==> src/rtl/core/cpp_pkg.sv <==
// Shared types and constants for the conditional prefix prepender.
// Used by cpp_regs, cpp_ctrl, cpp_dp and the top level; depends on nothing.
`timescale 1ns / 1ps

package cpp_pkg;

    localparam int TEXT_BYTES = 8;
    localparam int TEXT_W     = 64;
    localparam int APB_ADDR_W = 5;
    localparam int APB_DATA_W = 64;

    // Register indexes (byte address = 8 * index)
    localparam logic [1:0] REG_TEXT   = 2'd0;
    localparam logic [1:0] REG_LENGTH = 2'd1;
    localparam logic [1:0] REG_SKIP   = 2'd2;

    typedef enum logic {
        OP_DATA = 1'b0,
        OP_EOS  = 1'b1
    } opcode_t;

    typedef enum logic [1:0] {
        DEC_UNDECIDED = 2'd0,
        DEC_PREPEND   = 2'd1,
        DEC_SKIP      = 2'd2
    } decision_t;

    typedef enum logic [1:0] {
        ST_IDLE,
        ST_STR,
        ST_HELD,
        ST_BYTE
    } state_t;

    typedef enum logic [1:0] {
        SRC_IN,
        SRC_STR,
        SRC_HELD,
        SRC_BYTE
    } src_t;

    // Controller to datapath
    typedef struct packed {
        logic accept;
        logic out_load;
        src_t out_src;
        logic out_last;
        logic idx_clr;
        logic idx_inc;
    } cmd_t;

    // Datapath to controller
    typedef struct packed {
        logic plan_str;
        logic plan_held;
        logic plan_byte;
        logic str_end;
        logic held_end;
    } stat_t;

    function automatic logic [7:0] text_byte(input logic [TEXT_W-1:0] text,
                                             input logic [2:0] k);
        text_byte = text[{k, 3'b000} +: 8];
    endfunction

endpackage

==> src/rtl/core/cpp_regs.sv <==
// APB configuration registers: prefix text, prefix length, skip-on-match.
// Depends on cpp_pkg.
`timescale 1ns / 1ps

module cpp_regs (
    input  logic                             aclk,
    input  logic                             aresetn,
    input  logic                             psel,
    input  logic                             penable,
    input  logic                             pwrite,
    input  logic [cpp_pkg::APB_ADDR_W-1:0]   paddr,
    input  logic [cpp_pkg::APB_DATA_W-1:0]   pwdata,
    output logic [cpp_pkg::APB_DATA_W-1:0]   prdata,
    output logic                             pready,
    output logic [cpp_pkg::TEXT_W-1:0]       prefix_text,
    output logic [3:0]                       prefix_length,
    output logic                             skip_on_match
);

    logic [cpp_pkg::TEXT_W-1:0] text_reg;
    logic [3:0]                 length_reg;
    logic                       skip_reg;
    logic [1:0]                 reg_idx;
    logic                       wr_en;

    assign pready  = 1'b1;
    assign reg_idx = paddr[4:3];
    assign wr_en   = psel && penable && pwrite && pready;

    always_ff @(posedge aclk) begin
        if (!aresetn) begin
            text_reg   <= '0;
            length_reg <= '0;
            skip_reg   <= 1'b0;
        end else if (wr_en) begin
            unique case (reg_idx)
                cpp_pkg::REG_TEXT:   text_reg   <= pwdata;
                cpp_pkg::REG_LENGTH: length_reg <= pwdata[3:0];
                cpp_pkg::REG_SKIP:   skip_reg   <= pwdata[0];
                default: ;
            endcase
        end
    end

    always_comb begin
        unique case (reg_idx)
            cpp_pkg::REG_TEXT:   prdata = text_reg;
            cpp_pkg::REG_LENGTH: prdata = {{(cpp_pkg::APB_DATA_W-4){1'b0}}, length_reg};
            cpp_pkg::REG_SKIP:   prdata = {{(cpp_pkg::APB_DATA_W-1){1'b0}}, skip_reg};
            default:             prdata = '0;
        endcase
    end

    assign prefix_text   = text_reg;
    assign prefix_length = length_reg;
    assign skip_on_match = skip_reg;

endmodule

==> src/rtl/core/cpp_ctrl.sv <==
// Controller: input handshake, output valid, and sequencing of the
// string / held / byte phases. Depends on cpp_pkg.
`timescale 1ns / 1ps

module cpp_ctrl (
    input  logic           aclk,
    input  logic           aresetn,
    input  logic           s_tvalid,
    output logic           s_tready,
    output logic           m_tvalid,
    input  logic           m_tready,
    input  cpp_pkg::stat_t stat,
    output cpp_pkg::cmd_t  cmd
);

    cpp_pkg::state_t state_reg, state_next;
    logic plan_held_reg, plan_held_next;
    logic plan_byte_reg, plan_byte_next;
    logic m_tvalid_reg, m_tvalid_next;
    logic slot_free;

    assign slot_free = !m_tvalid_reg || m_tready;
    assign s_tready  = (state_reg == cpp_pkg::ST_IDLE) && slot_free;
    assign m_tvalid  = m_tvalid_reg;

    always_ff @(posedge aclk) begin
        if (!aresetn) begin
            state_reg     <= cpp_pkg::ST_IDLE;
            plan_held_reg <= 1'b0;
            plan_byte_reg <= 1'b0;
            m_tvalid_reg  <= 1'b0;
        end else begin
            state_reg     <= state_next;
            plan_held_reg <= plan_held_next;
            plan_byte_reg <= plan_byte_next;
            m_tvalid_reg  <= m_tvalid_next;
        end
    end

    always_comb begin
        state_next     = state_reg;
        plan_held_next = plan_held_reg;
        plan_byte_next = plan_byte_reg;
        m_tvalid_next  = m_tvalid_reg && !m_tready;
        cmd            = '0;
        cmd.out_src    = cpp_pkg::SRC_IN;
        cmd.accept     = s_tvalid && s_tready;

        unique case (state_reg)
            cpp_pkg::ST_IDLE: begin
                if (cmd.accept) begin
                    plan_held_next = stat.plan_held;
                    plan_byte_next = stat.plan_byte;
                    priority if (stat.plan_str) begin
                        cmd.idx_clr = 1'b1;
                        state_next  = cpp_pkg::ST_STR;
                    end else if (stat.plan_held) begin
                        cmd.idx_clr = 1'b1;
                        state_next  = cpp_pkg::ST_HELD;
                    end else if (stat.plan_byte) begin
                        // plain pass-through: straight into the output register
                        cmd.out_load  = 1'b1;
                        cmd.out_src   = cpp_pkg::SRC_IN;
                        cmd.out_last  = 1'b1;
                        m_tvalid_next = 1'b1;
                    end else begin
                        // word only held for matching, or an end of stream with nothing to flush: nothing to emit
                        state_next = cpp_pkg::ST_IDLE;
                    end
                end
            end
            cpp_pkg::ST_STR: begin
                if (slot_free) begin
                    cmd.out_load  = 1'b1;
                    cmd.out_src   = cpp_pkg::SRC_STR;
                    m_tvalid_next = 1'b1;
                    if (stat.str_end) begin
                        cmd.out_last = !plan_held_reg && !plan_byte_reg;
                        cmd.idx_clr  = 1'b1;
                        priority if (plan_held_reg) state_next = cpp_pkg::ST_HELD;
                        else if (plan_byte_reg)     state_next = cpp_pkg::ST_BYTE;
                        else                        state_next = cpp_pkg::ST_IDLE;
                    end else begin
                        cmd.idx_inc = 1'b1;
                    end
                end
            end
            cpp_pkg::ST_HELD: begin
                if (slot_free) begin
                    cmd.out_load  = 1'b1;
                    cmd.out_src   = cpp_pkg::SRC_HELD;
                    m_tvalid_next = 1'b1;
                    if (stat.held_end) begin
                        cmd.out_last = !plan_byte_reg;
                        state_next   = plan_byte_reg ? cpp_pkg::ST_BYTE : cpp_pkg::ST_IDLE;
                    end else begin
                        cmd.idx_inc = 1'b1;
                    end
                end
            end
            cpp_pkg::ST_BYTE: begin
                if (slot_free) begin
                    cmd.out_load  = 1'b1;
                    cmd.out_src   = cpp_pkg::SRC_BYTE;
                    cmd.out_last  = 1'b1;
                    m_tvalid_next = 1'b1;
                    state_next    = cpp_pkg::ST_IDLE;
                end
            end
            default: state_next = cpp_pkg::ST_IDLE;
        endcase
    end

endmodule

==> src/rtl/core/cpp_dp.sv <==
// Datapath: decision and match state, held-byte store, phase index and
// output register. Depends on cpp_pkg.
`timescale 1ns / 1ps

module cpp_dp #(
    parameter int HOLD_DEPTH = 8
) (
    input  logic                          aclk,
    input  logic                          aresetn,
    input  cpp_pkg::cmd_t                 cmd,
    output cpp_pkg::stat_t                stat,
    input  logic [cpp_pkg::TEXT_W-1:0]    prefix_text,
    input  logic [3:0]                    prefix_length,
    input  logic                          skip_on_match,
    input  logic                          in_opcode,
    input  logic [7:0]                    in_byte,
    input  logic                          in_first,
    output logic [7:0]                    out_byte,
    output logic                          out_from_prefix,
    output logic                          out_last
);

    localparam int IDXW = (HOLD_DEPTH > 1) ? $clog2(HOLD_DEPTH) : 1;
    localparam int CW   = $clog2(HOLD_DEPTH + 1);

    cpp_pkg::decision_t decision_reg, dec_next;
    logic [CW-1:0]   held_cnt_reg, cnt_next;
    logic [CW-1:0]   held_n_reg, held_n_next;
    logic [7:0]      held_mem [HOLD_DEPTH];
    logic [7:0]      byte_reg;
    logic [IDXW-1:0] idx_reg;
    logic [7:0]      out_byte_reg;
    logic            out_pre_reg;
    logic            out_last_reg;

    logic [CW-1:0]   len;
    logic [CW-1:0]   cnt_inc;
    logic [IDXW-1:0] pos;
    logic [7:0]      text_at_pos;
    logic            do_str, do_byte, wr_en, undecided;

    // Effective string length, clamped to the hold depth
    assign len = (prefix_length > 4'(HOLD_DEPTH)) ? CW'(HOLD_DEPTH) : prefix_length[CW-1:0];

    assign cnt_inc     = held_cnt_reg + CW'(1);
    assign pos         = held_cnt_reg[IDXW-1:0];
    assign text_at_pos = cpp_pkg::text_byte(prefix_text, 3'(pos));
    assign undecided   = (decision_reg == cpp_pkg::DEC_UNDECIDED);

    always_comb begin
        dec_next    = decision_reg;
        cnt_next    = held_cnt_reg;
        held_n_next = '0;
        do_str      = 1'b0;
        do_byte     = 1'b0;
        wr_en       = 1'b0;
        priority if (in_opcode == cpp_pkg::OP_EOS) begin
            do_str      = undecided && (held_cnt_reg != '0);
            held_n_next = undecided ? held_cnt_reg : '0;
            dec_next    = cpp_pkg::DEC_UNDECIDED;
            cnt_next    = '0;
        end else if (!undecided) begin
            do_byte = 1'b1;
        end else if (skip_on_match && in_first) begin
            dec_next    = cpp_pkg::DEC_SKIP;
            held_n_next = held_cnt_reg;
            cnt_next    = '0;
            do_byte     = 1'b1;
        end else if (!skip_on_match) begin
            dec_next    = cpp_pkg::DEC_PREPEND;
            held_n_next = held_cnt_reg;
            cnt_next    = '0;
            do_str      = 1'b1;
            do_byte     = 1'b1;
        end else if (held_cnt_reg >= len) begin
            dec_next    = cpp_pkg::DEC_SKIP;
            held_n_next = held_cnt_reg;
            cnt_next    = '0;
            do_byte     = 1'b1;
        end else begin
            wr_en = 1'b1;
            priority if (in_byte != text_at_pos) begin
                dec_next    = cpp_pkg::DEC_PREPEND;
                held_n_next = cnt_inc;
                cnt_next    = '0;
                do_str      = 1'b1;
            end else if (cnt_inc >= len) begin
                dec_next    = cpp_pkg::DEC_SKIP;
                held_n_next = cnt_inc;
                cnt_next    = '0;
            end else begin
                cnt_next = cnt_inc;
            end
        end
    end

    assign stat.plan_str  = do_str && (len != '0);
    assign stat.plan_held = (held_n_next != '0);
    assign stat.plan_byte = do_byte;
    assign stat.str_end   = (CW'(idx_reg) + CW'(1)) == len;
    assign stat.held_end  = (CW'(idx_reg) + CW'(1)) == held_n_reg;

    always_ff @(posedge aclk) begin
        if (!aresetn) begin
            decision_reg <= cpp_pkg::DEC_UNDECIDED;
            held_cnt_reg <= '0;
            held_n_reg   <= '0;
            idx_reg      <= '0;
        end else begin
            if (cmd.accept) begin
                decision_reg <= dec_next;
                held_cnt_reg <= cnt_next;
                held_n_reg   <= held_n_next;
            end
            if (cmd.idx_clr) begin
                idx_reg <= '0;
            end else if (cmd.idx_inc) begin
                idx_reg <= idx_reg + IDXW'(1);
            end
        end
    end

    // Held-byte store and payload registers: no reset
    always_ff @(posedge aclk) begin
        if (cmd.accept) begin
            byte_reg <= in_byte;
        end
        if (cmd.accept && wr_en) begin
            held_mem[pos] <= in_byte;
        end
        if (cmd.out_load) begin
            out_last_reg <= cmd.out_last;
            unique case (cmd.out_src)
                cpp_pkg::SRC_IN: begin
                    out_byte_reg <= in_byte;
                    out_pre_reg  <= 1'b0;
                end
                cpp_pkg::SRC_STR: begin
                    out_byte_reg <= cpp_pkg::text_byte(prefix_text, 3'(idx_reg));
                    out_pre_reg  <= 1'b1;
                end
                cpp_pkg::SRC_HELD: begin
                    out_byte_reg <= held_mem[idx_reg];
                    out_pre_reg  <= 1'b0;
                end
                cpp_pkg::SRC_BYTE: begin
                    out_byte_reg <= byte_reg;
                    out_pre_reg  <= 1'b0;
                end
                default: begin
                    out_byte_reg <= byte_reg;
                    out_pre_reg  <= 1'b0;
                end
            endcase
        end
    end

    assign out_byte        = out_byte_reg;
    assign out_from_prefix = out_pre_reg;
    assign out_last        = out_last_reg;

endmodule

==> src/rtl/core/conditional_prefix_prepender.sv <==
// Top level of the conditional prefix prepender: registers, controller, datapath.
// Depends on cpp_pkg, cpp_regs, cpp_ctrl and cpp_dp.
//
//  channel | direction | handshake          | payload
//  --------+-----------+--------------------+------------------------------------------
//  s_      | in        | s_tvalid/s_tready  | tdata: data_byte; tuser: opcode, start_taken
//  m_      | out       | m_tvalid/m_tready  | tdata: out_byte; tuser: from_prefix; tlast
//  apb     | in        | psel/penable/pready| text @0x00, length @0x08, skip @0x10
//
// A word that only passes through, or is only held for matching, leaves the sequencer idle,
// so a decided stream runs at one word per cycle while m_tready does not stall. A word that
// releases a burst blocks the input until its results are out (string bytes, then held
// bytes, then the word's own byte if it passes): the single output register drains the burst
// one word per cycle while m_tready does not stall.
// Reset (aresetn low at a clock edge) clears the registers, the decision and the
// held count. A stall on m_tready holds the output word and stops the sequencer.
`timescale 1ns / 1ps

module conditional_prefix_prepender #(
    parameter int MAX_PREPEND = 8
) (
    input  logic                             aclk,
    input  logic                             aresetn,
    // input stream
    input  logic                             s_tvalid,
    output logic                             s_tready,
    input  logic [7:0]                       s_tdata,   // [7:0] data_byte
    input  logic [1:0]                       s_tuser,   // [0] opcode, [1] start_taken
    // result stream
    output logic                             m_tvalid,
    input  logic                             m_tready,
    output logic [7:0]                       m_tdata,   // [7:0] out_byte
    output logic [0:0]                       m_tuser,   // [0] from_prefix
    output logic                             m_tlast,
    // configuration
    input  logic                             psel,
    input  logic                             penable,
    input  logic                             pwrite,
    input  logic [cpp_pkg::APB_ADDR_W-1:0]   paddr,
    input  logic [cpp_pkg::APB_DATA_W-1:0]   pwdata,
    output logic [cpp_pkg::APB_DATA_W-1:0]   prdata,
    output logic                             pready
);

    // Hold depth is bounded by the eight bytes of the text register
    localparam int HOLD_DEPTH = (MAX_PREPEND < cpp_pkg::TEXT_BYTES) ?
                                MAX_PREPEND : cpp_pkg::TEXT_BYTES;

    cpp_pkg::cmd_t  cmd;
    cpp_pkg::stat_t stat;
    logic [cpp_pkg::TEXT_W-1:0] prefix_text;
    logic [3:0]                 prefix_length;
    logic                       skip_on_match;

    cpp_regs u_regs (
        .aclk          (aclk),
        .aresetn       (aresetn),
        .psel          (psel),
        .penable       (penable),
        .pwrite        (pwrite),
        .paddr         (paddr),
        .pwdata        (pwdata),
        .prdata        (prdata),
        .pready        (pready),
        .prefix_text   (prefix_text),
        .prefix_length (prefix_length),
        .skip_on_match (skip_on_match)
    );

    // Sequencer: accepts a word, then walks the string, held and byte phases
    cpp_ctrl u_ctrl (
        .aclk     (aclk),
        .aresetn  (aresetn),
        .s_tvalid (s_tvalid),
        .s_tready (s_tready),
        .m_tvalid (m_tvalid),
        .m_tready (m_tready),
        .stat     (stat),
        .cmd      (cmd)
    );

    // Match state, held bytes and the output register
    cpp_dp #(
        .HOLD_DEPTH (HOLD_DEPTH)
    ) u_dp (
        .aclk            (aclk),
        .aresetn         (aresetn),
        .cmd             (cmd),
        .stat            (stat),
        .prefix_text     (prefix_text),
        .prefix_length   (prefix_length),
        .skip_on_match   (skip_on_match),
        .in_opcode       (s_tuser[0]),
        .in_byte         (s_tdata),
        .in_first        (s_tuser[1]),
        .out_byte        (m_tdata),
        .out_from_prefix (m_tuser[0]),
        .out_last        (m_tlast)
    );

    // Never overwrite a word that is still waiting at the output
    a_no_overwrite: assert property (@(posedge aclk) disable iff (!aresetn)
        cmd.out_load |-> (!m_tvalid || m_tready))
        else $error("output word overwritten while stalled");

    // A burst blocks the input for at least the following cycle
    a_burst_blocks: assert property (@(posedge aclk) disable iff (!aresetn)
        (cmd.accept && (stat.plan_str || stat.plan_held)) |=> !s_tready)
        else $error("input accepted during a burst");

    // The direct input path is used only in the cycle a word is accepted
    a_direct_on_accept: assert property (@(posedge aclk) disable iff (!aresetn)
        (cmd.out_load && cmd.out_src == cpp_pkg::SRC_IN) |-> cmd.accept)
        else $error("direct output load without an accepted word");

endmodule

==> config.mk <==
export PLATFORM = sky130hd
export DESIGN_NAME = conditional_prefix_prepender
export DESIGN_NICKNAME = d
export VERILOG_FILES = /design/src/rtl/core/cpp_pkg.sv /design/src/rtl/core/cpp_regs.sv /design/src/rtl/core/cpp_ctrl.sv /design/src/rtl/core/cpp_dp.sv /design/src/rtl/core/conditional_prefix_prepender.sv
export SDC_FILE = /design/constraint.sdc
export NUM_CORES = 1
export LEC_CHECK = 0
export ABC_CLOCK_PERIOD_IN_PS = 8950
export BUFFER_PORTS_ARGS = -buffer_cell sky130_fd_sc_hd__buf_2
export CORE_MARGIN = 4
export CORE_UTILIZATION = 60
export CTS_CLUSTER_SIZE = 28
export DETAILED_ROUTE_END_ITERATION = 16
export PLACE_DENSITY_LB_ADDON = 0.08
export SLEW_MARGIN = 20
export SYNTH_ARGS = -nofsm -noshare
export SYNTH_HDL_FRONTEND = slang
export SYNTH_SLANG_ARGS = --single-unit
==> constraint.sdc <==
create_clock -name aclk -period 8.95 [get_ports aclk]
set_input_delay 0.4475 -clock aclk [delete_from_list [all_inputs] [get_ports aclk]]
set_output_delay 0.4475 -clock aclk [all_outputs]
set_load 0.01 [all_outputs]
==> impl_metrics.yaml, run 1 <==
placement:
  dpl-instance-area_sq_um: 9549
  portBuffers: 158
  gp_routability_congestion: 0.9125
  place_hpwl_um: 16050
  place_ws_ns: 4.715
cells_and_area:
  fin_nets: 1061
  synthToLayoutAreaGrowth_pct: 17.00
  finish.utilization: 0.7262
  antennaDiodeCount: 0
  drive_gt1_frac: 0.2706
  fin_area_sq_um: 10200
yosys:
  yosys-top-cells-count: "nand2_1, dfxtp_1, edfxtp_1"
  synth_area_leaders: "edfxtp_1, dfxtp_1, mux4_2, nand2_1, a21oi_1"
  synth_ff_type: "dfxtp_1"
  synth_nets: 934
  synth_most_common_cell: "nand2_1"
  ys_types: 64
  postSynthCellCount: 832
  async_reset_ff_frac: 0
  syn_area_per_cell_sq_um: 10.48
  yosysSeqAreaShare: 0.4892
  synth_seq_cells: 172
  synth-edff-count: 82
  yosysWarnings: 0
  yosysTopAreaCell: "edfxtp_1"
  synth_top_area_share: 0.2825
  syn_area_sq_um: 8716
floorplan:
  die_area_sq_um: 16520
  die_x_um: 128.5
  coreArea_sq_um: 14040
  rows: 43
  io_pins: 163
  die_y_um: 128.5
  initial_utilization: 0.6207
sta:
  maxSlewHeadroom: 0.3417
  rsz0062_at_grt: "false"
  fmax_mhz: 229.5
  finalSetupViolations: 0
  period_minus_slack_ns: 4.358
  hold_slack_ns: 0.2475
  fin_crit_sh: 0.4869
  hold_viol: 0
  tightest_slew_ns: 0.9860
  fin_ws_ns: 4.592
  drv_slew: 0
  finalSetupTns_ns: 0
  skew_ns: 0.008657
worst_setup_path:
  worstPathRequired_ns: 9.03
  cpLargestDelayFamily: "compound AO/OA/AOI/OAI gates"
  path_buf_inv: 2
  start_kind: "flop"
  path_class: "reg -> reg"
  critPathMaxFanout: 31
  worst-r2r-cell-count: 11
  max_stage_delay_ns: 0.55
  worstPathArrival_ns: 4.44
  crit_path_end_kind: "flop"
  slowest_stage: "a21oi_1"
  crit_chain: "buf_4, inv_1, ha_1, ha_1, a21boi_0, o21ai_0, nand2b_1, a21oi_1, a31oi_2, a211oi_1, nand2b_1"
  critical_path_depth: 11
min_path:
  hold_path.class: "in -> reg"
  worstHoldPathCells: 3
route:
  dr.pass1.iters: 5
  drt_iter0_markers: 812
  wl_met1_um: 9411
  wl_met3_um: 1678
  wl_per_cell_um: 19.81
  top_layer: "met4"
  drc_errors: 0
  via_per_inst: 6.074
  routed_wl_um: 22820
  postRouteAntennaNets: 0
  met2_wirelength_um: 11140
  vias: 6997
power_and_ir_drop:
  p_per_area_nw_per_um2: 176.6
  leakage_nw: 3.829
  vdd_drop_max_mv: 0.1156
job:
  max-cap-violations: 0
clock_network:
  cts_tree: "done"
  ctsResizeCount: 0
  cts_buffer_depth: 2
  tritoncts.num_buffers: 17
  worstSkewPairLatency_ns: 0.43
  h-tree-depth: 4
  cts_root_buf: "clkbuf_16"
  post_cts_buffers: 0
  cts_hold_buf: 0
  clkTransAtPathRegs_ns: 0.07
  cts_sinks: 172
grt:
  grt_pass1_vias: 6873
  grt_max_degree: 82
  grt_usage: 0.2789
  antenna_found_initial: 0
  grt-ovfl-total: 0
  grt_pass1_wl_um: 35760
status:
  status: "finished clean"
cells in the final DEF, fill, tap and decap left out, types with 16 or more instances in the layout:
cell type  instances
a21oi_1           77
and2_1            61
buf_2            158
clkbuf_16         17
dfxtp_1           90
edfxtp_1          82
ha_1              16
mux2_2            20
mux2i_1           33
mux4_2            36
nand2_1          158
nor2_1            28
o21ai_0           23
layout make-up:
cell class | instances | area, sq um
clock buffers | 18 | 429.2
clock inverters | 14 | 205.2
fillers | 1030 | 3845
inverters | 16 | 60.06
multi-input cells | 588 | 4178
flip-flops and latches | 172 | 4264
well taps | 180 | 225.2
repair buffers | 164 | 835.8
kinds of logic (layout without fill, tap and decap cells):
family	Yosys count	in the layout	share of synthesized area
AO/OA/AOI/OAI	157	157	0.1117
XOR/XNOR	12	12	0.01206
adder cells (fa/ha/maj)	16	16	0.02297
buffers and inverters	72	212	0.03402
flip-flops	172	172	0.4892
multiplexers	89	89	0.1568
other	1	1	0.0004303
AND/OR/NAND/NOR	313	313	0.1728
where the power goes:
group / internal, W / leakage, nW / switching [W]
Sequential: 0.000845 / 1.47 / 0.0000106
Clock: 0.000474 / 0.310 / 0.000320
Combinational: 0.0000569 / 2.05 / 0.0000942
Total: 0.00138 / 3.83 / 0.000424
metrics by stage:
step,power [W],instances
floorplan,0.0009623,832
finish,0.001800,1152
global route,0.001855,1152
detailed placement,0.001020,1120
global placement,0.001015,1120
CTS,0.001805,1152
layer usage:
metal | vias up | GRT usage
li1 | 3274 | -
met1 | 3347 | 0.3709
met2 | 330 | 0.4594
met3 | 46 | 0.05562
met4 | 0 | 0.09883
met5 | - | 0
worst paths after layout:
| kind | from | end | slack [ns] |
|---|---|---|---|
| hold reg to reg | u_dp.decision_reg[0] | u_dp.decision_reg[0] | 0.47 |
| hold / removal | pwdata[28] | u_regs.prefix_text[28] | 0.25 |
| setup / recovery | u_dp.held_cnt_reg[0] | u_dp.out_byte[5] | 4.59 |
| setup reg to reg | u_dp.held_cnt_reg[0] | u_dp.out_byte[5] | 4.59 |
tightest hold or removal path: cells and delay by family:
family	cells	cell delay (ns)
compound gates	1	0.05
buf+inv	1	0.09
simple gates	1	0.05
(Power assumes the default switching activity.)
==> inputs of run 2 (changes only) <==
Settings changed: ABC_AREA set to 1, ABC_CLOCK_PERIOD_IN_PS 8950 to 3700, CORE_UTILIZATION 60 to 51.
Clock period 8.95 ns to 3.7 ns, I/O delays scaled along.
==> run 2 against run 1 <==
  * Global-route usage is 3.0 points lower
  * Largest power group unchanged
  * Combinational power grew to 6.8 times the previous value
  * Register-to-register slack worse by 4.2 ns
  * First-iteration DRC count is 15% lower
  * Critical path depth is 5 higher
  * Sequential power grew to 2.6 times the previous value
  * Worst hold slack worse by 0.22 ns
  * Maximum frequency is 33% higher
  * Clock-buffer cell count is 1 higher
  * Clock skew is 0.0017 ns higher
  * Non-clock buffer count is 15 higher
  * Critical path type unchanged
  * Largest cell class unchanged
  * Power grew to 2.8 times the previous value
==> impl_metrics.yaml, run 2 <==
grt:
  grt_pass1_wl_um: 38940
  grt_usage: 0.2492
  grt-ovfl-total: 0
  grt_max_degree: 69
  antenna_found_initial: 0
  grt_pass1_vias: 7608
sta:
  finalSetupTns_ns: 0
  maxSlewHeadroom: 0.2380
  tightest_slew_ns: 1.134
  rsz0062_at_grt: "false"
  period_minus_slack_ns: 3.279
  skew_ns: 0.01032
  fin_ws_ns: 0.4215
  drv_slew: 0
  fin_crit_sh: 0.8861
  hold_viol: 0
  finalSetupViolations: 0
  fmax_mhz: 305.0
route:
  via_per_inst: 5.443
  dr.pass1.iters: 5
  drt_iter0_markers: 687
  drc_errors: 0
  met2_wirelength_um: 11380
  vias: 8089
  wl_met1_um: 10670
  postRouteAntennaNets: 0
  wl_per_cell_um: 16.52
  top_layer: "met4"
  wl_met3_um: 1792
  routed_wl_um: 24550
placement:
  dpl-instance-area_sq_um: 9723
  place_hpwl_um: 17500
  place_ws_ns: 0.3759
  portBuffers: 158
  gp_routability_congestion: 0.9178
cells_and_area:
  antennaDiodeCount: 0
  nFillCells: 1553
  synthToLayoutAreaGrowth_pct: 17.30
  multi_input_area_sq_um: 3772
  drive_gt1_frac: 0.1833
  mostFrequentLayoutCells: "nor2_1, buf_2, nand2_1, o21ai_0, a21oi_1"
  finish.utilization: 0.6166
  final_common_cell: "nor2_1"
  fin_area_sq_um: 10330
  fin_nets: 1355
  regArea_sq_um: 4267
yosys:
  synth_nets: 1222
  syn_area_per_cell_sq_um: 7.866
  yosys-top-cells-count: "nor2_1, nand2_1, o21ai_0"
  synth_ff_type: "dfxtp_1"
  synth_most_common_cell: "nor2_1"
  async_reset_ff_frac: 0
  synth-edff-count: 82
  postSynthCellCount: 1120
  ys_types: 38
  synth_seq_cells: 172
  synth_area_leaders: "edfxtp_1, dfxtp_1, o21ai_0, nor2_1, nand2_1"
  yosysTopAreaCell: "edfxtp_1"
  synth_top_area_share: 0.2795
  yosysWarnings: 0
  syn_area_sq_um: 8810
  yosysSeqAreaShare: 0.4840
worst_setup_path:
  start_kind: "flop"
  cpLargestDelayFamily: "simple AND/OR/NAND/NOR gates"
  path_buf_inv: 1
  crit_path_end_kind: "flop"
  worstPathArrival_ns: 3.37
  critPathMaxFanout: 11
  cp_common_cell: "nand2_1"
  slowest_stage: "nand2_1"
  crit_chain: "inv_1, nand2_1, a21oi_1, ha_1, a21boi_0, o21ai_0, nand2_1, a21oi_1, nand3_2, a21oi_1, nand2_1, nand2_1, nand2_1, nor2_2, nand3_1, nand2_1"
  max_stage_delay_ns: 0.33
  path_class: "reg -> reg"
  worstPathRequired_ns: 3.79
clock_network:
  worstSkewPairLatency_ns: 0.44
  cts_tree: "done"
  clkTransAtPathRegs_ns: 0.07
  post_cts_buffers: 0
  cts_sinks: 172
  h-tree-depth: 4
  cts_root_buf: "clkbuf_16"
  cts_buffer_depth: 2
  tritoncts.num_buffers: 17
floorplan:
  initial_utilization: 0.5256
  rows: 47
  die_x_um: 139.4
  die_y_um: 139.4
  io_pins: 163
  coreArea_sq_um: 16760
  die_area_sq_um: 19440
job:
  max-cap-violations: 0
power_and_ir_drop:
  leakage_nw: 4.332
  vdd_drop_max_mv: 0.3395
  p_per_area_nw_per_um2: 489.0
status:
  status: "finished clean"
min_path:
  hold_path.class: "in -> reg"
-- run 2: cell types whose count changed after synthesis, moves of 36 or more --
cell	change
inv_1	+101
a21oi_1	+37
nand3_1	+41
o21ai_0	+128
nor2_1	+148
and2_1	-61
mux4_2	-36
-- run 2: final cells by class --
class / count / share of cell area
clock buffer: 19 / 0.04189
clock inverter: 13 / 0.01550
inverter: 118 / 0.04359
multi-input combinational: 765 / 0.3651
sequential: 172 / 0.4129
tap: 220 / 0.02664
timing repair buffer: 179 / 0.09444
-- run 2: final timing paths --
check / slack [ns] / depth (start not counted) / end / startpoint
worst max register to register: 0.42 / 16 / u_dp.out_byte[6] / u_regs.prefix_length[1]
worst min-delay path: 0.02 / 3 / u_regs.prefix_text[7] / pwdata[7]
worst max-delay path: 0.42 / 16 / u_dp.out_byte[6] / u_regs.prefix_length[1]
worst min register to register: 0.46 / 2 / u_dp.decision_reg[0] / u_dp.decision_reg[0]
-- run 2: cells by family (layout without fill, tap and decap cells) --
kind of cell	count (synthesis)	in the layout	synth area share
AOI/OAI and AO/OA	317	317	0.1937
adders and majority gates	16	16	0.02272
and+or+nand+nor	421	421	0.2008
buffers and inverters	183	329	0.08834
xor gates and xnor gates	10	10	0.009941
DFF	172	172	0.4840
other	1	1	0.0004257
-- run 2: worst reg2reg max path, cell delays in order, from the launching register on --
cell	delay [ns]
dfxtp_1	0.30
inv_1	0.13
nand2_1	0.12
a21oi_1	0.30
ha_1	0.21
a21boi_0	0.07
o21ai_0	0.16
nand2_1	0.09
a21oi_1	0.25
nand3_2	0.26
a21oi_1	0.19
nand2_1	0.07
nand2_1	0.08
nand2_1	0.11
nor2_2	0.14
nand3_1	0.13
nand2_1	0.34
-- run 2: layer usage --
metal | GRT usage | up-vias
met5 | 0 | -
met4 | 0.09990 | 0
met3 | 0.04357 | 45
met2 | 0.3977 | 334
met1 | 0.3385 | 3677
li1 | - | 4033
-- run 2: through the flow --
step / hold slack (ns) / power (W) / cells
4_1_cts: 0.01729 / 0.005060 / 1486
5_1_grt: 0.04036 / 0.005287 / 1486
3_5_place_dp: 0.4336 / 0.003268 / 1453
6_report: 0.02318 / 0.005053 / 1486
3_3_place_gp: 0.4264 / 0.003249 / 1453
2_1_floorplan: 0.2839 / 0.002928 / 1120
-- run 2: what timing repair did --
action / 4_1_cts / 5_1_grt
resized for setup: 0 / 2
endpoints found under the hold margin: 1 / 0
hold buffers: 1 / 0
setup endpoints to repair: 0 / 10
-- run 2: where the power goes --
| part | switching (W) | internal, W |
|---|---|---|
| Clock | 0.000801 | 0.00102 |
| Combinational | 0.000694 | 0.000334 |
| Sequential | 0.0000570 | 0.00215 |
| Total | 0.00155 | 0.00350 |
